### src/rtl/ofu_pkg.sv
package ofu_pkg;

  localparam int FRAC_BITS    = 30;
  localparam int CORDIC_STEPS = 32;

  // working width of vector components and multiplier operands
  localparam int VW  = 34;
  localparam int PW  = 2 * VW;
  localparam int ZW  = 36;
  localparam int CNT_W = 6;
  localparam int ROOT_STEPS = 32;
  localparam int DIV_STEPS  = 32;
  localparam int DSH = 60 - 2 * FRAC_BITS;

  localparam int QDEPTH = 2;
  localparam int QAW    = $clog2(QDEPTH);

  localparam logic signed [VW-1:0] ONE_FX  = VW'(64'd1 << FRAC_BITS);
  localparam logic signed [VW-1:0] HALF_FX = VW'(64'd1 << (FRAC_BITS - 1));
  localparam logic signed [VW-1:0] ONE_Q30 = VW'(64'd1 << 30);
  localparam logic signed [31:0]   ONE32   = 32'(64'd1 << FRAC_BITS);
  localparam logic signed [PW-1:0] RND_F   = PW'(64'd1 << (FRAC_BITS - 1));
  localparam logic signed [PW-1:0] RND_30  = PW'(64'd1 << 29);
  localparam logic signed [ZW-1:0] PI_Q30      = 36'sd3373259426;
  localparam logic signed [ZW-1:0] HALF_PI_Q30 = 36'sd1686629713;
  localparam logic signed [VW-1:0] GAIN_Q30    = 34'sd652032874;
  localparam logic [30:0] TOL_RESET = 31'd10737;

  typedef enum logic [1:0] {
    K_ROTATE    = 2'd0,
    K_SET_UP    = 2'd1,
    K_SET_FRONT = 2'd2,
    K_NONE      = 2'd3
  } kind_e;

  typedef struct packed {
    kind_e              kind;
    logic               nop;
    logic signed [31:0] vx;
    logic signed [31:0] vy;
    logic signed [31:0] vz;
    logic signed [31:0] angle;
  } cmd_t;

  typedef struct packed {
    logic full;
    logic empty;
  } q_stat_t;

  typedef enum logic [4:0] {
    S_IDLE, S_UABS, S_UNRM, S_USQ, S_USQRT, S_UDLD, S_UDIV, S_UWR,
    S_CINIT, S_CORD, S_CFIN, S_RKV, S_RCR, S_RKK, S_RACC,
    S_PTOL, S_PDM, S_PDP, S_ODOT, S_ORES, S_FALLBK, S_OUT
  } back_state_e;

  function automatic logic [29:0] atan_q30(input logic [CNT_W-1:0] i);
    case (i)
      6'd0:  return 30'd843314856;
      6'd1:  return 30'd497837829;
      6'd2:  return 30'd263043836;
      6'd3:  return 30'd133525158;
      6'd4:  return 30'd67021686;
      6'd5:  return 30'd33543515;
      6'd6:  return 30'd16775850;
      6'd7:  return 30'd8388437;
      6'd8:  return 30'd4194282;
      6'd9:  return 30'd2097149;
      6'd10: return 30'd1048575;
      6'd11: return 30'd524287;
      6'd12: return 30'd262143;
      6'd13: return 30'd131071;
      6'd14: return 30'd65535;
      6'd15: return 30'd32767;
      6'd16: return 30'd16383;
      6'd17: return 30'd8191;
      6'd18: return 30'd4095;
      6'd19: return 30'd2047;
      6'd20: return 30'd1023;
      6'd21: return 30'd511;
      6'd22: return 30'd255;
      6'd23: return 30'd127;
      6'd24: return 30'd63;
      6'd25: return 30'd31;
      6'd26: return 30'd15;
      6'd27: return 30'd8;
      6'd28: return 30'd4;
      6'd29: return 30'd2;
      6'd30: return 30'd1;
      default: return 30'd0;
    endcase
  endfunction

endpackage

### src/rtl/ofu_queue.sv
module ofu_queue (
  input  logic             clk_i,
  input  logic             rst_ni,
  input  logic             push_i,
  input  ofu_pkg::cmd_t    cmd_i,
  output ofu_pkg::q_stat_t stat_o,
  input  logic             pop_i,
  output logic             valid_o,
  output ofu_pkg::cmd_t    cmd_o
);
  import ofu_pkg::*;

  cmd_t             mem_q [QDEPTH];
  logic [QAW-1:0]   wr_ptr_q, rd_ptr_q;
  logic [QAW:0]     cnt_q;

  assign stat_o.full  = (cnt_q == (QAW+1)'(QDEPTH));
  assign stat_o.empty = (cnt_q == '0);
  assign valid_o      = !stat_o.empty;
  assign cmd_o        = mem_q[rd_ptr_q];

  always_ff @(posedge clk_i or negedge rst_ni) begin
    if (!rst_ni) begin
      wr_ptr_q <= '0;
      rd_ptr_q <= '0;
      cnt_q    <= '0;
    end else begin
      if (push_i) begin
        wr_ptr_q <= wr_ptr_q + 1'b1;
      end
      if (pop_i) begin
        rd_ptr_q <= rd_ptr_q + 1'b1;
      end
      if (push_i && !pop_i) begin
        cnt_q <= cnt_q + 1'b1;
      end else if (pop_i && !push_i) begin
        cnt_q <= cnt_q - 1'b1;
      end
    end
  end

  always_ff @(posedge clk_i) begin
    if (push_i) begin
      mem_q[wr_ptr_q] <= cmd_i;
    end
  end

endmodule

### config.mk
export PLATFORM = sky130hd
export DESIGN_NAME = ofu_queue
export DESIGN_NICKNAME = d
export VERILOG_FILES = /design/src/rtl/ofu_pkg.sv /design/src/rtl/ofu_queue.sv
export SDC_FILE = /design/constraint.sdc
export NUM_CORES = 1
export LEC_CHECK = 0
export BUFFER_PORTS_ARGS = -buffer_cell sky130_fd_sc_hd__buf_2
export CAP_MARGIN = 15
export CORE_MARGIN = 10
export CORE_UTILIZATION = 50
export CTS_CLUSTER_SIZE = 16
export DETAILED_ROUTE_END_ITERATION = 6
export PLACE_DENSITY = 0.77
export SKIP_LAST_GASP = 1
export SLEW_MARGIN = 20
export SYNTH_ARGS = -nofsm -noshare
export SYNTH_HDL_FRONTEND = slang
export SYNTH_SLANG_ARGS = --single-unit
### constraint.sdc
create_clock -name clk_i -period 11.5 [get_ports clk_i]
set_clock_uncertainty 0.1 [all_clocks]
set_input_delay 1.725 -clock clk_i [delete_from_list [all_inputs] [get_ports clk_i]]
set_output_delay 1.725 -clock clk_i [all_outputs]
set_load 0.03 [all_outputs]
==> impl_metrics.ini <==
[drt]
ant_nets = 0
drc = 0
wl_mm = 20.7
first_pass_iters = 5
routedWlPerCell_um = 20.7
top_layer_used = met4
met2_length_mm = 10.6
route.met3.wl_mm = 1.84
drtIter0Drc = 246
via_count = 4967
via_per_inst = 4.96
drt-met1-wl_mm = 7.88

[logic_synthesis]
synth.largest_area_cell = edfxtp_1
synth-seq-cells = 266
synthAdderAreaFrac_pct = 0.125
muxShareOfSynthArea_pct = 17.8
synthXorXnorAreaFrac_pct = 0.439
synth_compound_area_share_pct = 0
syn_inst = 425
ys_types = 15
yosys-top-cells-area = edfxtp_1, mux2_4, mux2_2
postSynthAreaPerCell_um2 = 23.5
yosys.area_share.simple_pct = 0.288
synth-seq-area-share_pct = 79.9
syn_nets = 561
yosysTopAreaCellShare_pct = 78.9
synth_top_family_by_area = multiplexers
synth_area_um2 = 9980
ys_warn_count = 0

[worst_setup_path]
path_buf_inv = 2
critical_path_arrival_ns = 2.88
critPathLaunchType = flop
reg2regPathDepth = 3
cp_max_fo = 55
ff2ff_setup_slack_ns = 8.79
cp_top_family = buffers and inverters
cp_slowest_cell = buf_4
r2r_end = mem_q[0][65]$_DFFE_PP_
critPathMaxStageDelay_ns = 0.89
critPathRequiredTime_ns = 9.68
crit_path_end_kind = primary output
crit_chain = buf_4 -> mux2_2 -> buf_2
timing_worst_setup_path_type = reg2out
regToRegStartpoint = wr_ptr_q$_DFFE_PN0P_

[timing]
setup_viol = 0
setup_tns_ns = 0
hold_viol = 0
holdWs_ns = 0.418
period_share_pct = 40.9
tightest_slew_ns = 1.04
grt_setup_unrepaired = false
layout_min_cycle_time_ns = 4.71
layout_setup_ws_ns = 6.79
max_slew_margin_pct = 31.0
finalMaxSlewViolations = 0
max_freq_mhz = 212

[final_layout]
drive_gt1_share_pct = 60.9
final_cells = 1002
fin_nets = 849
n_fill_cell = 1385
syn_to_final_growth_pct = 24.6
ff_latch_area_um2 = 7970
multi_input_area_um2 = 1870

[hold_path]
hold-path-cell-count = 1
min_from = cnt_q[1]$_DFFE_PN0P_
min_path_type = reg2reg
whs_endpoint = cnt_q[1]$_DFFE_PN0P_

[global_routing]
grt_pass1_wl_mm = 31.5
grt-ovfl-total = 0
grt_max_degree = 79
first_global_vias = 5608
antenna_found_initial = 4
grtUsageTotal_pct = 15.2

[placed_design]
pre_cts_slack_ns = 6.84
dp_hpwl_mm = 14.6
dp_cells = 947
gp_congestion = 0.741
portBuffers = 268

[floorplan]
die_area_um2 = 26000
initial_core_util_pct = 51.1
core_um2 = 19500
io_pins = 269
die_height_um = 161
dieWidth_um = 161
rows = 51

[power_and_ir_drop]
internal_power_mw = 2.21
seqPwrFrac_pct = 40.3
power_frac_comb_pct = 36.2
power_density_nw_per_um2 = 273
pwr-share-clk_pct = 23.4
p_sw_mw = 1.18
power.total_mw = 3.39
p_leak_nw = 4.92
swShare_pct = 34.9
ir_drop_mv = 0.225

[clocking]
hold_buffers = 0
clk_latency_ns = 0.52
cts_tree = done
clockBufferDepth = 3
path_clk_slew_ns = 0.06
root_buffer = clkbuf_16
h-tree-depth = 1
cts_made_buffers = 27
cts_setup_buffers = 0
cts.repair.resized = 0
clkSinkCount = 266

[outcome]
status = finished clean

[flow_run]
cap_violations = 0
stage by stage:
| step | util (%) | area, µm² |
|---|---|---|
| after floorplan | - | 9980 |
| after global placement | 59.2 | 11600 |
| after detailed placement | 59.2 | 11600 |
| after CTS | 63.3 | 12400 |
| after global routing | 63.6 | 12400 |
| final | 63.6 | 12400 |
cells in the final DEF, fill, tap and decap left out, drive strengths merged:
cell type / count
clkinvlp: 2
clkinv: 12
nor2: 1
xnor2: 1
mux2: 131
dfrtp: 4
or2: 1
buf: 274
clkbuf: 33
nor2b: 2
edfxtp: 262
ha: 1
inv: 4
diode: 3
xor2: 4
and2: 1
bufinv: 1
cell families (layout without fill, tap and decap cells):
logic type	count (synthesis)	in the layout
simple gates	5	5
buf+inv	17	326
mux	131	131
other cells	0	3
flops	266	266
xor+xnor	5	5
fa+ha+maj	1	1
state kept, by name (all words and copies together) (netlist names):
register  cells
cnt_q         2
mem_q       262
rd_ptr_q      1
wr_ptr_q      1
per-layer routing:
metal	GRT usage [%]	vias to the layer above
li1	-	2276
met1	17.4	2441
met3	5.44	34
met4	4.43	0
met2	26.3	216
met5	0	-
how the worst max path moves through the flow:
| stage | to | start | cells after the start | slack (ns) |
|---|---|---|---|---|
| final | cmd_o[109] | rd_ptr_q$_DFFE_PN0P_ | 3 | 6.79 |
| after global routing | cmd_o[112] | rd_ptr_q$_DFFE_PN0P_ | 3 | 6.63 |
| after CTS | cmd_o[112] | rd_ptr_q$_DFFE_PN0P_ | 3 | 6.30 |
| after detailed placement | mem_q[0][26]$_DFFE_PP_ | push_i | 4 | 6.84 |
| after global placement | mem_q[0][27]$_DFFE_PP_ | push_i | 4 | 6.89 |
| after floorplan | mem_q[0][0]$_DFFE_PP_ | push_i | 1 | 3.36 |
cell type report:
| cell class | instances | area share [%] |
|---|---|---|
| diodes | 3 | 0.0604 |
| clock buffers | 33 | 5.62 |
| clock inverters | 17 | 0.926 |
| inverters | 2 | 0.0604 |
| multi-input cells | 142 | 15.1 |
| flip-flops and latches | 266 | 64.1 |
| well taps | 265 | 2.67 |
| repair buffers | 274 | 11.5 |
synthesized netlist by cell type:
library cell	instances
inv_1	2
xnor2_1	1
buf_2	5
buf_6	9
mux2_4	80
ha_1	1
xor2_1	4
or2_2	1
edfxtp_1	262
dfrtp_1	4
and2_1	1
nor2_1	1
buf_8	1
nor2b_1	2
mux2_2	51
power groups by stage:
stage	Sequential [mW]	Combinational [mW]	Clock, mW
6_report	1.37	1.23	0.794
5_1_grt	1.39	1.30	0.856
4_1_cts	1.40	1.21	0.813
3_5_place_dp	1.42	1.20	0
3_3_place_gp	1.40	1.19	0
2_1_floorplan	1.37	0.969	0
worst reg2reg max path, cell delays in order (launching register included):
cell and delay (ns):
dfrtp_1 0.43, nor2b_4 0.49, buf_4 0.55, buf_4 0.72
No activity file was read; power rests on OpenSTA's default activity.
