`config.mk`:
```
export PLATFORM = sky130hd
export DESIGN_NAME = ofu_front
export DESIGN_NICKNAME = d
export VERILOG_FILES = /design/src/rtl/ofu_pkg.sv /design/src/rtl/ofu_front.sv
export SDC_FILE = /design/constraint.sdc
export NUM_CORES = 1
export LEC_CHECK = 0
export BUFFER_PORTS_ARGS = -buffer_cell sky130_fd_sc_hd__buf_2
export CAP_MARGIN = 20
export CORE_AREA = 2 2 103 105
export DETAILED_ROUTE_END_ITERATION = 16
export DIE_AREA = 0 0 105 107
export PLACE_DENSITY = 0.51
export SLEW_MARGIN = 15
export SYNTH_ARGS = -nofsm -noshare
export SYNTH_HDL_FRONTEND = slang
export SYNTH_SLANG_ARGS = --single-unit
```
`constraint.sdc`:
```
create_clock -name vclk -period 2
set_clock_uncertainty 0.05 [all_clocks]
set_input_delay 0.2 -clock vclk [all_inputs]
set_output_delay 0.2 -clock vclk [all_outputs]
set_load 0.02 [all_outputs]
```
`src/rtl/ofu_pkg.sv`:
```
package ofu_pkg;

  localparam int FRAC_BITS    = 30;
  localparam int CORDIC_STEPS = 32;

  // working width of vector components and multiplier operands
  localparam int VW  = 34;
  localparam int PW  = 2 * VW;
  localparam int ZW  = 36;
  localparam int CNT_W = 6;
  localparam int ROOT_STEPS = 32;
  localparam int DIV_STEPS  = 32;
  localparam int DSH = 60 - 2 * FRAC_BITS;

  localparam int QDEPTH = 2;
  localparam int QAW    = $clog2(QDEPTH);

  localparam logic signed [VW-1:0] ONE_FX  = VW'(64'd1 << FRAC_BITS);
  localparam logic signed [VW-1:0] HALF_FX = VW'(64'd1 << (FRAC_BITS - 1));
  localparam logic signed [VW-1:0] ONE_Q30 = VW'(64'd1 << 30);
  localparam logic signed [31:0]   ONE32   = 32'(64'd1 << FRAC_BITS);
  localparam logic signed [PW-1:0] RND_F   = PW'(64'd1 << (FRAC_BITS - 1));
  localparam logic signed [PW-1:0] RND_30  = PW'(64'd1 << 29);
  localparam logic signed [ZW-1:0] PI_Q30      = 36'sd3373259426;
  localparam logic signed [ZW-1:0] HALF_PI_Q30 = 36'sd1686629713;
  localparam logic signed [VW-1:0] GAIN_Q30    = 34'sd652032874;
  localparam logic [30:0] TOL_RESET = 31'd10737;

  typedef enum logic [1:0] {
    K_ROTATE    = 2'd0,
    K_SET_UP    = 2'd1,
    K_SET_FRONT = 2'd2,
    K_NONE      = 2'd3
  } kind_e;

  typedef struct packed {
    kind_e              kind;
    logic               nop;
    logic signed [31:0] vx;
    logic signed [31:0] vy;
    logic signed [31:0] vz;
    logic signed [31:0] angle;
  } cmd_t;

  typedef struct packed {
    logic full;
    logic empty;
  } q_stat_t;

  typedef enum logic [4:0] {
    S_IDLE, S_UABS, S_UNRM, S_USQ, S_USQRT, S_UDLD, S_UDIV, S_UWR,
    S_CINIT, S_CORD, S_CFIN, S_RKV, S_RCR, S_RKK, S_RACC,
    S_PTOL, S_PDM, S_PDP, S_ODOT, S_ORES, S_FALLBK, S_OUT
  } back_state_e;

  function automatic logic [29:0] atan_q30(input logic [CNT_W-1:0] i);
    case (i)
      6'd0:  return 30'd843314856;
      6'd1:  return 30'd497837829;
      6'd2:  return 30'd263043836;
      6'd3:  return 30'd133525158;
      6'd4:  return 30'd67021686;
      6'd5:  return 30'd33543515;
      6'd6:  return 30'd16775850;
      6'd7:  return 30'd8388437;
      6'd8:  return 30'd4194282;
      6'd9:  return 30'd2097149;
      6'd10: return 30'd1048575;
      6'd11: return 30'd524287;
      6'd12: return 30'd262143;
      6'd13: return 30'd131071;
      6'd14: return 30'd65535;
      6'd15: return 30'd32767;
      6'd16: return 30'd16383;
      6'd17: return 30'd8191;
      6'd18: return 30'd4095;
      6'd19: return 30'd2047;
      6'd20: return 30'd1023;
      6'd21: return 30'd511;
      6'd22: return 30'd255;
      6'd23: return 30'd127;
      6'd24: return 30'd63;
      6'd25: return 30'd31;
      6'd26: return 30'd15;
      6'd27: return 30'd8;
      6'd28: return 30'd4;
      6'd29: return 30'd2;
      6'd30: return 30'd1;
      default: return 30'd0;
    endcase
  endfunction

endpackage

```
`src/rtl/ofu_front.sv`:
```
module ofu_front (
  input  logic               in_valid_i,
  output logic               in_stall_o,
  input  logic [1:0]         kind_i,
  input  logic signed [31:0] vec_x_i,
  input  logic signed [31:0] vec_y_i,
  input  logic signed [31:0] vec_z_i,
  input  logic signed [31:0] angle_i,
  input  ofu_pkg::q_stat_t   q_stat_i,
  output logic               q_push_o,
  output ofu_pkg::cmd_t      q_cmd_o
);
  import ofu_pkg::*;

  kind_e kind;

  assign kind       = kind_e'(kind_i);
  assign in_stall_o = q_stat_i.full;
  assign q_push_o   = in_valid_i && !q_stat_i.full;

  // kind 3 and zero-angle rotations leave the frame as it is and skip the arithmetic
  always_comb begin
    q_cmd_o.kind  = kind;
    q_cmd_o.nop   = (kind == K_NONE) || ((kind == K_ROTATE) && (angle_i == 32'sd0));
    q_cmd_o.vx    = vec_x_i;
    q_cmd_o.vy    = vec_y_i;
    q_cmd_o.vz    = vec_z_i;
    q_cmd_o.angle = angle_i;
  end

endmodule

```
==> results.txt, run 1 <==
* Number of nets still failing antenna checks after routing: 0
* Overall power consumption: 0.1451 mW
- Mux share of post-synthesis cell area: 0%
* Via count of the first global-routing pass: 622
- Fill cell total of the finished layout: 1201
- Area inside the core boundary: 10090 um^2
* Maximum number of pins on one net before global-route repair: 4
- Run status: finished, final reports clean
- For the worst setup path, the data required time is 1.75 ns.
- After the first detailed-routing iteration, the DRC count stood at 24.
- The mapped netlist covers 1081 um^2.
- Final Hold Fails: 0
- Maximum fanout along the worst path: 3
- In this run the post-CTS setup repair buffer count came out at 0.
* Setup TNS after final layout: 0 ns
* Most frequent cell on the critical path: sky130_fd_sc_hd__buf_2
- The area growth from synthesis to layout is -41.20%.
* Area fraction in compound gates after synthesis: 1.157%
* Starting utilization of the core area: 10.71%
- Worst path arrival time: 1.25 ns
- Post-DP HPWL: 3.148 mm
- Number of warnings printed during yosys synthesis: 0
* Number of standard cells after synthesis: 146
- Period utilization: 75.20%
- DIE HEIGHT: 107 um
- Number of port buffers: 73
* # clk buffers: 0
- Placer's final routability congestion estimate: 0.6133
- 266 I/O pins were placed.
- The critical path goes through buf_2 > nor4_1 > nand4_1 > o31ai_2 > buf_2.
- The critical path starts at kind_i[1].
- Yosys mapped the design onto 9 distinct sky130hd cell types.
- The critical path is of the in -> out type.
- Based on the critical path, the design can be clocked at up to 664.9 MHz.
* Adder and majority cell fraction of the synthesized area: 0%
- In this run the worst setup path terminates at q_cmd_o[128].
- The floorplan has 37 rows.
- Share of the synthesized area in the top cell type: 90.97%
- The path class of the tightest hold or removal check is in -> out.
* First-pass GRT wire length: 4.140 mm
- Summing the sequential cell areas from Yosys gives 0% of the chip area.
- Cell leakage power: 0.3028 nW
- STA classifies the critical path startpoint as a primary input.
- Summed over all layers, the routed wires come to 3.466 mm.
- Share of synthesized cell area in and, or, nand and nor gates: 7.870%
- The multi-input combinational cells in the finished layout cover a total of 97.59 um^2.
* Wire length per cell: 15.40 um
- Reg area: 0 um^2
* Synth area leader: sky130_fd_sc_hd__buf_4
- Floorplan die area: 11240 um^2
- Global route total overflow: 0
* Number of flip-flops and latches: 0
- Across every metal layer, demand over resource in global routing totals 5.163%.
* Slew headroom: 80.20%
- Ranking of synthesized cells by area: sky130_fd_sc_hd__buf_4 (91%), sky130_fd_sc_hd__nor4_1 (4.1%), sky130_fd_sc_hd__nor4_2 (1.2%)
- Gates resized during post-CTS repair numbered 0.
* Via Count: 623
- Number of nets produced by synthesis: 279
- In this run the mean area of a mapped cell was 7.404 um^2.
- Crit-path max cell delay: 0.33 ns
* Number of nets in the layout: 223
- Number of endpoints failing setup at the final stage: 0
- Final number of max-transition violations: 0
- Cell at the slowest stage of the critical path: sky130_fd_sc_hd__nor4_1
* Detailed Routing Iterations Pass 1: 4
* # Max-Cap Violations: 0
- Maximum ir drop on the vdd rail: 39.20 uV
- The smallest clock period supported by the final layout is computed as 1.504 ns.
- Power per Cell Area: 228.2 nW/um^2
- Average via count per standard cell: 2.769
- Layout cell share with drive strength beyond 1: 85.23%
- Setup repair after global routing left no endpoint under its margin.
- Number of hold buffers added after cts: 0
* Fraction of synthesized cell area in xor and xnor cells: 0%
- Residual DRC count: 0
* Number of antenna violations at the first check in global routing: 1
* Tightest Pin Transition: 0.2943 ns
- After synthesis, the largest family of logic cells by area is buffers and inverters.
* Type of destination of the critical path: primary output
- From left edge to right edge, the die measures 105 um.
cell families (layout without fill, tap and decap cells):
logic type      count (synthesis)  count (layout)
compound gates                  1               1
simple gates                   14              14
buf+inv                       131              73
other cells                     0               1
where the power goes:
part           switching [mW]  leakage [nW]     total, mW  internal, mW
Clock                       0    0.00000634  0.0000000668  0.0000000668
Combinational          0.0903         0.303         0.145        0.0547
Sequential                  0             0             0             0
through the flow:
step	setup WS, ns	util, %	std cells	cell area (um^2)	hold slack, ns
after floorplan	0.7676	-	146	1081	0.4281
after global placement	0.5551	6.273	224	633.1	0.3501
after detailed placement	0.5162	6.273	224	633.1	0.3501
after CTS	0.5103	6.273	224	633.1	0.3501
after global routing	0.3951	6.298	225	635.6	0.3500
final	0.4961	6.298	225	635.6	0.3500
layer usage:
metal / part of all wire (%) / GRT usage (%) / vias up
met3: 19 / 2.675 / 46
li1: - / - / 213
met2: 56 / 12.06 / 114
met5: 0 / 0 / -
met1: 17 / 1.931 / 250
met4: 8.1 / 4.381 / 0
critical path: cells and delay by family:
kind	cells	cell delay [ns]
buffers and inverters	2	0.33
AO/OA/AOI/OAI	1	0.20
AND/OR/NAND/NOR	2	0.52
worst min path at each step:
stage / start / endpoint / slack (ns) / depth (start not counted)
2_1_floorplan: q_stat_i[1] / q_push_o / 0.43 / 1
3_3_place_gp: vec_x_i[12] / q_cmd_o[108] / 0.35 / 0
3_5_place_dp: vec_x_i[12] / q_cmd_o[108] / 0.35 / 0
4_1_cts: vec_x_i[12] / q_cmd_o[108] / 0.35 / 0
5_1_grt: vec_x_i[10] / q_cmd_o[106] / 0.35 / 0
6_report: vec_x_i[10] / q_cmd_o[106] / 0.35 / 0
cell usage in the layout (no fill, tap or decap):
cell type,instances
sky130_fd_sc_hd__buf_2,73
sky130_fd_sc_hd__diode_2,1
sky130_fd_sc_hd__nand2_1,2
sky130_fd_sc_hd__nand3_1,1
sky130_fd_sc_hd__nand4_1,1
sky130_fd_sc_hd__nor2_1,1
sky130_fd_sc_hd__nor2b_1,1
sky130_fd_sc_hd__nor4_1,7
sky130_fd_sc_hd__nor4_2,1
sky130_fd_sc_hd__o31ai_2,1
synth_stat cells (all sizes together):
library cell	count
o31ai	1
nor2b	1
nand2	2
nand4	1
buf	131
nand3	1
nor2	1
nor4	8
layout make-up:
class                      count  area share [%]
timing repair buffer          73           57.48
antenna                        1          0.3937
tap                          136           26.77
multi-input combinational     15           15.35
(Power assumes the default switching activity.)
==> inputs of run 2 (changes only) <==
--- a/config.mk
+++ b/config.mk
@@ -7,9 +7,9 @@
 export LEC_CHECK = 0
 export BUFFER_PORTS_ARGS = -buffer_cell sky130_fd_sc_hd__buf_2
 export CAP_MARGIN = 20
-export CORE_AREA = 2 2 103 105
+export CORE_AREA = 2 2 104 106
 export DETAILED_ROUTE_END_ITERATION = 16
-export DIE_AREA = 0 0 105 107
+export DIE_AREA = 0 0 106 108
 export PLACE_DENSITY = 0.51
 export SLEW_MARGIN = 15
 export SYNTH_ARGS = -nofsm -noshare
==> constraint.sdc (replaced) <==
create_clock -name vclk -period 1.5
set_clock_uncertainty 0.05 [all_clocks]
set_input_delay 0.15 -clock vclk [all_inputs]
set_output_delay 0.15 -clock vclk [all_outputs]
set_load 0.02 [all_outputs]
==> run 2 against run 1 <==
Clock-buffer cell count is the same. Final cell count shrank 0.44%. Sequential cell count is the same. Global-route usage shrank 1.1 points. Worst hold slack got worse by 0.10 ns. Via count fell by 5.8%. Core utilization rose by 0.16 points. Cell area rose by 3.9%. Die area increased by 1.9%. Power up 35%. Critical path type unchanged. Highest routed layer unchanged.
==> results.txt, run 2 (synthesis gave the netlist of run 1 again) <==
- Run status: finished, final reports clean (unchanged)
* Type of destination of the critical path: primary output (unchanged)
- The weighted congestion at the end of routability-driven global placement was 0.5038 (was 0.6133).
- Number of nets still failing antenna checks after routing: 0 (unchanged)
* Setup crit start: angle_i[14] (was kind_i[1])
- Layout cell share with drive strength beyond 1: 88.64% (was 85.23%)
- The number of antenna violations at the first check in global routing was 0 (was 1).
* Wire length after detailed routing: 2.852 mm (was 3.466 mm)
* Average via count per standard cell: 2.621 (was 2.769)
- The worst slew margin relative to its limit was 81.18% (was 80.20%).
- The reported max-cap violation count came to 0 (unchanged).
- Post-synthesis to final-layout area growth: -38.89% (was -41.20%)
* Fill cell total of the finished layout: 1193 (was 1201)
- Starting utilization of the core area: 10.57% (was 10.71%)
* Post-DP HPWL: 2.610 mm (was 3.148 mm)
- The y dimension of the die was 108 um (was 107 um).
- Setup TNS after final layout: 0 ns (unchanged)
* Number of hold buffers added after cts: 0 (unchanged)
- Global route total overflow: 0 (unchanged)
* Period utilization: 89.54%
- Maximum fanout along the worst path: 2 (was 3)
- The critical path required time was 1.30 ns (was 1.75 ns).
- Number of flip-flops and latches: 0 (unchanged)
- Number of buffers inserted to repair setup after CTS: 0 (unchanged)
- Floorplan die area: 11450 um^2 (was 11240 um^2)
- Cell leakage power: 0.3057 nW (was 0.3028 nW)
* Minimum clock period: 1.343 ns
* Number of endpoints failing setup at the final stage: 0 (unchanged)
- Setup repair after global routing missed its margin: no (unchanged).
* Cell count of the worst hold path: 0 (unchanged)
* First-pass GRT wire length: 3.422 mm (was 4.140 mm)
- Worst path arrival time: 1.14 ns (was 1.25 ns)
- The category of the critical setup timing path was in -> out (unchanged).
- Maximum frequency from static timing analysis: 744.5 MHz
- Area inside the core boundary: 10230 um^2 (was 10090 um^2)
* Residual DRC count: 0 (unchanged)
- The final layout net count is 223 (unchanged).
* Hold Worst Slack: 0.2500 ns (was 0.3500 ns)
- The power density over the cells came to 297.5 nW/um^2 (was 228.2 nW/um^2).
- Tightest Pin Transition: 0.2799 ns (was 0.2943 ns)
- The antenna diode count was 0 (was 1).
* Wire length per cell: 12.73 um (was 15.40 um)
- Standard-cell row count: 37 (unchanged)
- The count of buffers from port buffering came to 73 (unchanged).
* # clk buffers: 0 (unchanged)
- The number of hold violations in the final report is 0 (unchanged).
* Initial detailed-routing violation count: 5 (was 24)
- The destination of the critical timing path is q_cmd_o[128] (unchanged).
- The via count was 587 (was 623).
- The number of detailed-route iterations in the first pass came to 2 (was 4).
- The startpoint type of the worst setup path is a primary input (unchanged).
* Final number of max-transition violations: 0 (unchanged)
- The via count of the first global-routing pass was 594 (was 622).
- The global-route total usage across every layer came to 4.107% (was 5.163%).
- I/O pin count: 266 (unchanged)
* Most frequent cells in the layout: sky130_fd_sc_hd__buf_2 (73), sky130_fd_sc_hd__nor4_1 (4), sky130_fd_sc_hd__nor4_2 (3) (was sky130_fd_sc_hd__buf_2 (73), sky130_fd_sc_hd__nor4_1 (7), sky130_fd_sc_hd__nand2_1 (2))
- Reg area: 0 um^2 (unchanged)
* Worst hold path type: in -> out (unchanged)
- Most common library cell in the layout ignoring fill and taps: sky130_fd_sc_hd__buf_2 (unchanged)
- Die X-Extent: 106 um (was 105 um)
* Maximum ir drop on the vdd rail: 51.86 uV (was 39.20 uV)
- Maximum number of pins on one net before global-route repair: 4 (unchanged)
==> run 2: changes by cell type in the layout (fill, tap and decap cells not counted) <==
cell	delta
sky130_fd_sc_hd__diode_2	-1
sky130_fd_sc_hd__nor4_1	-3
sky130_fd_sc_hd__nor4_2	+2
sky130_fd_sc_hd__nor4_4	+1
==> run 2: power breakdown <==
part           leakage, nW  switching (mW)  internal, mW
sequential               0               0             0
combinational        0.306           0.122        0.0746
clock                    0               0             0
total                0.306           0.122        0.0746
==> run 2: worst min path at each step <==
stage | start | endpoint | slack (ns)
floorplan | q_stat_i[1] | q_push_o | 0.33
global placement | vec_x_i[8] | q_cmd_o[104] | 0.25
detailed placement | vec_x_i[8] | q_cmd_o[104] | 0.25
CTS | vec_x_i[8] | q_cmd_o[104] | 0.25
global route | vec_x_i[15] | q_cmd_o[111] | 0.25
finish | vec_x_i[15] | q_cmd_o[111] | 0.25
==> run 2: timing repair <==
action	4_1_cts	5_1_grt
endpoints found under the hold margin	0	0
setup endpoints to repair	0	1
resized for setup	0	4
==> run 2: area by class of cell <==
type	count	area (um^2)	area share, %
Timing Repair Buffer	73	365.4	55.30
Tap cell	136	170.2	25.76
Multi-Input combinational cell	15	125.1	18.94
==> run 2: per-stage QoR <==
step	total power [mW]	instance area (um^2)	utilization [%]	std cells	setup slack (ns)
floorplan	0.5219	1081	-	146	0.3676
global placement	0.1913	633.1	6.188	224	0.008226
detailed placement	0.1921	633.1	6.188	224	0.05111
CTS	0.1923	633.1	6.188	224	0.04341
global route	0.2101	660.6	6.457	224	0.01240
finish	0.1966	660.6	6.457	224	0.1568
==> run 2: worst max-delay path, cell delays in order <==
cell	delay, ns
sky130_fd_sc_hd__buf_2	0.10
sky130_fd_sc_hd__nor4_1	0.31
sky130_fd_sc_hd__nand3_1	0.17
sky130_fd_sc_hd__o31ai_2	0.22
sky130_fd_sc_hd__buf_2	0.20
==> run 2: routing by layer <==
metal  track usage (%)  part of all wire, %
met1             1.443                   15
met5                 0                    0
met2             7.696                   46
met3             2.773                   22
met4             6.673                   16
==> inputs of run 3 (changes only) <==
--- a/config.mk
+++ b/config.mk
@@ -5,13 +5,13 @@
 export SDC_FILE = /design/constraint.sdc
 export NUM_CORES = 1
 export LEC_CHECK = 0
-export BUFFER_PORTS_ARGS = -buffer_cell sky130_fd_sc_hd__buf_2
+export BUFFER_PORTS_ARGS = -buffer_cell sky130_fd_sc_hd__clkbuf_2
 export CAP_MARGIN = 20
 export CORE_AREA = 2 2 104 106
 export DETAILED_ROUTE_END_ITERATION = 16
 export DIE_AREA = 0 0 106 108
 export PLACE_DENSITY = 0.51
-export SLEW_MARGIN = 15
+export SLEW_MARGIN = 20
 export SYNTH_ARGS = -nofsm -noshare
 export SYNTH_HDL_FRONTEND = slang
 export SYNTH_SLANG_ARGS = --single-unit
==> run 3 against run 2 <==
Sequential cell count unchanged. Die area unchanged. Combinational power decreased by 3%. Cell area decreased by 3.2%. Critical path depth unchanged. Power decreased by 2.3%. Via count increased by 0.17%. Final cell count unchanged. Worst setup slack got worse by 0.089 ns. Maximum frequency decreased by 6.2%.
==> results.txt, run 3 (synthesis gave the netlist of run 1 again) <==
* DIE HEIGHT: 108 um (unchanged)
* Die X-Extent: 106 um (unchanged)
* Final Hold Fails: 0 (unchanged)
- The sort of element at the end of the critical path is a primary output (unchanged).
* Setup crit start: angle_i[22] (was angle_i[14])
- Period utilization: 95.45% (was 89.54%)
- Post-DP HPWL: 2.592 mm (was 2.610 mm)
- The effective utilization at floorplan is 10.57% (unchanged).
* Wire length per cell: 12.59 um (was 12.73 um)
* Count of cell instances traversed by the critical path: 5 (unchanged)
- I/O pin count: 266 (unchanged)
- Most frequent cells in the layout: sky130_fd_sc_hd__clkbuf_2 (73), sky130_fd_sc_hd__nor4_1 (6), sky130_fd_sc_hd__nand2_1 (2), sky130_fd_sc_hd__nor4_2 (2) (was sky130_fd_sc_hd__buf_2 (73), sky130_fd_sc_hd__nor4_1 (4), sky130_fd_sc_hd__nor4_2 (3)).
- The power density over the cells is 300.3 nW/um^2 (was 297.5 nW/um^2).
- The via count of the first global-routing pass came to 596 (was 594).
- Class of the most critical setup path: in -> out (unchanged)
- The highest clock rate is 698.5 MHz (was 744.5 MHz).
- The static leakage power is 0.3181 nW (was 0.3057 nW).
* # clk buffers: 0 (unchanged)
- Met2 track demand over resource in global routing: 7.143% (was 7.696%)
- The fraction of final layout cells with drive strength greater than 1 was 86.36% (was 88.64%).
* Global Route met3 Usage: 2.592% (was 2.773%)
- Reg area: 0 um^2 (unchanged)
- Most common library cell in the layout ignoring fill and taps: sky130_fd_sc_hd__clkbuf_2 (was sky130_fd_sc_hd__buf_2)
* Area inside the core boundary: 10230 um^2 (unchanged)
- The via count was 588 (was 587).
- Worst path arrival time: 1.23 ns (was 1.14 ns)
* Most frequent cell on the critical path: sky130_fd_sc_hd__clkbuf_2 (was sky130_fd_sc_hd__buf_2)
* Maximum number of pins on one net before global-route repair: 4 (unchanged)
* Cell at the slowest stage of the critical path: sky130_fd_sc_hd__nor4_1 (unchanged)
* Residual DRC count: 0 (unchanged)
- Layer carrying the most global-route usage: met4 (was met2)
- Run status: finished, final reports clean (unchanged)
* Number of nets still failing antenna checks after routing: 0 (unchanged)
- The sum of overflow across all layers after global routing was 0 (unchanged).
- Setup repair after global routing missed its margin: no (unchanged).
- The count of buffers from port buffering was 73 (unchanged).
- The via count normalized by instance count came to 2.625 (was 2.621).
* Number of nets in the layout: 223 (unchanged)
* Number of antenna violations at the first check in global routing: 0 (unchanged)
* Floorplan die area: 11450 um^2 (unchanged)
* Worst slack at placement: 0.03208 ns (was 0.05111 ns)
- Met1 usage in global routing: 1.551% (was 1.443%)
* Crit-path max cell delay: 0.42 ns (was 0.31 ns)
- The minimum clock period was 1.432 ns (was 1.343 ns).
- Worst Setup Start Kind: primary input (unchanged)
- The destination of the critical timing path is q_cmd_o[128] (unchanged).
* Cells traversed along the worst timing path: clkbuf_2 > nor4_1 > nand4_1 > o31ai_2 > clkbuf_2 (was buf_2 > nor4_1 > nand3_1 > o31ai_2 > buf_2)
- Detailed Routing Iterations Pass 1: 2 (unchanged)
* # Max-Cap Violations: 0 (unchanged)
* Number of endpoints failing setup at the final stage: 0 (unchanged)
- Initial detailed-routing violation count: 3 (was 5)
* Post-synthesis to final-layout area growth: -40.86% (was -38.89%)
* Global Route Usage Sum: 4.082% (was 4.107%)
- Required time at the endpoint of the critical path: 1.30 ns (about the same)
* Wire length after detailed routing: 2.821 mm (was 2.852 mm)
- The worst min-delay path category was in -> out (unchanged).
- Antenna cells: 0 (unchanged)
* Setup TNS after final layout: 0 ns (unchanged)
- The dominant delay contributor by cell family on the critical path is simple AND/OR/NAND/NOR gates (unchanged).
- Placer's final routability congestion estimate: 0.4992 (was 0.5038)
- The final sequential cell count was 0 (unchanged).
- Final worst slack: 0.06828 ns (was 0.1568 ns)
- Tightest Pin Transition: 0.4248 ns (was 0.2799 ns)
- The number of max-slew violations in the final report is 0 (unchanged).
- Maximum fanout along the worst path: 2 (unchanged)
- Maximum ir drop on the vdd rail: 53.36 uV (was 51.86 uV)
- The hold path depth was 0 (unchanged).
* First-pass GRT wire length: 3.387 mm (was 3.422 mm)
- CP bufs+invs: 2 (unchanged)
- The row count is 37 (unchanged).
- The worst slew margin relative to its limit is 71.42% (was 81.18%).
-- run 3: final cells by class --
class / count / area (um^2)
Multi-Input combinational cell: 15 / 103.9
Tap cell: 136 / 170.2
Fill cell: 1194 / 9592
Timing Repair Buffer: 73 / 365.4
-- run 3: through the flow --
stage | hold slack, ns | cells | cell area [um^2] | power, mW | utilization [%]
2_1_floorplan | 0.3281 | 146 | 1081 | 0.5219 | -
3_3_place_gp | 0.2501 | 224 | 633.1 | 0.1920 | 6.188
3_5_place_dp | 0.2501 | 224 | 633.1 | 0.1929 | 6.188
4_1_cts | 0.2501 | 224 | 633.1 | 0.1931 | 6.188
5_1_grt | 0.2500 | 224 | 639.4 | 0.2052 | 6.249
6_report | 0.2500 | 224 | 639.4 | 0.1920 | 6.249
-- run 3: worst min path at each step --
stage,start,to,slack (ns)
2_1_floorplan,q_stat_i[1],q_push_o,0.33
3_3_place_gp,vec_x_i[8],q_cmd_o[104],0.25
3_5_place_dp,vec_x_i[8],q_cmd_o[104],0.25
4_1_cts,vec_x_i[8],q_cmd_o[104],0.25
5_1_grt,vec_x_i[15],q_cmd_o[111],0.25
6_report,vec_y_i[14],q_cmd_o[78],0.25
-- run 3: what timing repair did --
item | 4_1_cts | 5_1_grt
gates resized for setup | 0 | 1
hold buffers | 0 | 0
buffers inserted | 0 | 0
endpoints found under the setup margin | 0 | 1
-- run 3: per-layer routing --
layer  vias to the layer above  wire length, um
li1                        219                -
met1                       207              457
met2                       106             1268
met3                        56              587
met4                         0              507
met5                         -                0
-- run 3: power breakdown --
part | leakage, nW | internal [mW] | total, mW | switching (mW)
sequential | 0 | 0 | 0 | 0
combinational | 0.318 | 0.0721 | 0.192 | 0.120
clock | 0 | 0 | 0 | 0
total | 0.318 | 0.0721 | 0.192 | 0.120
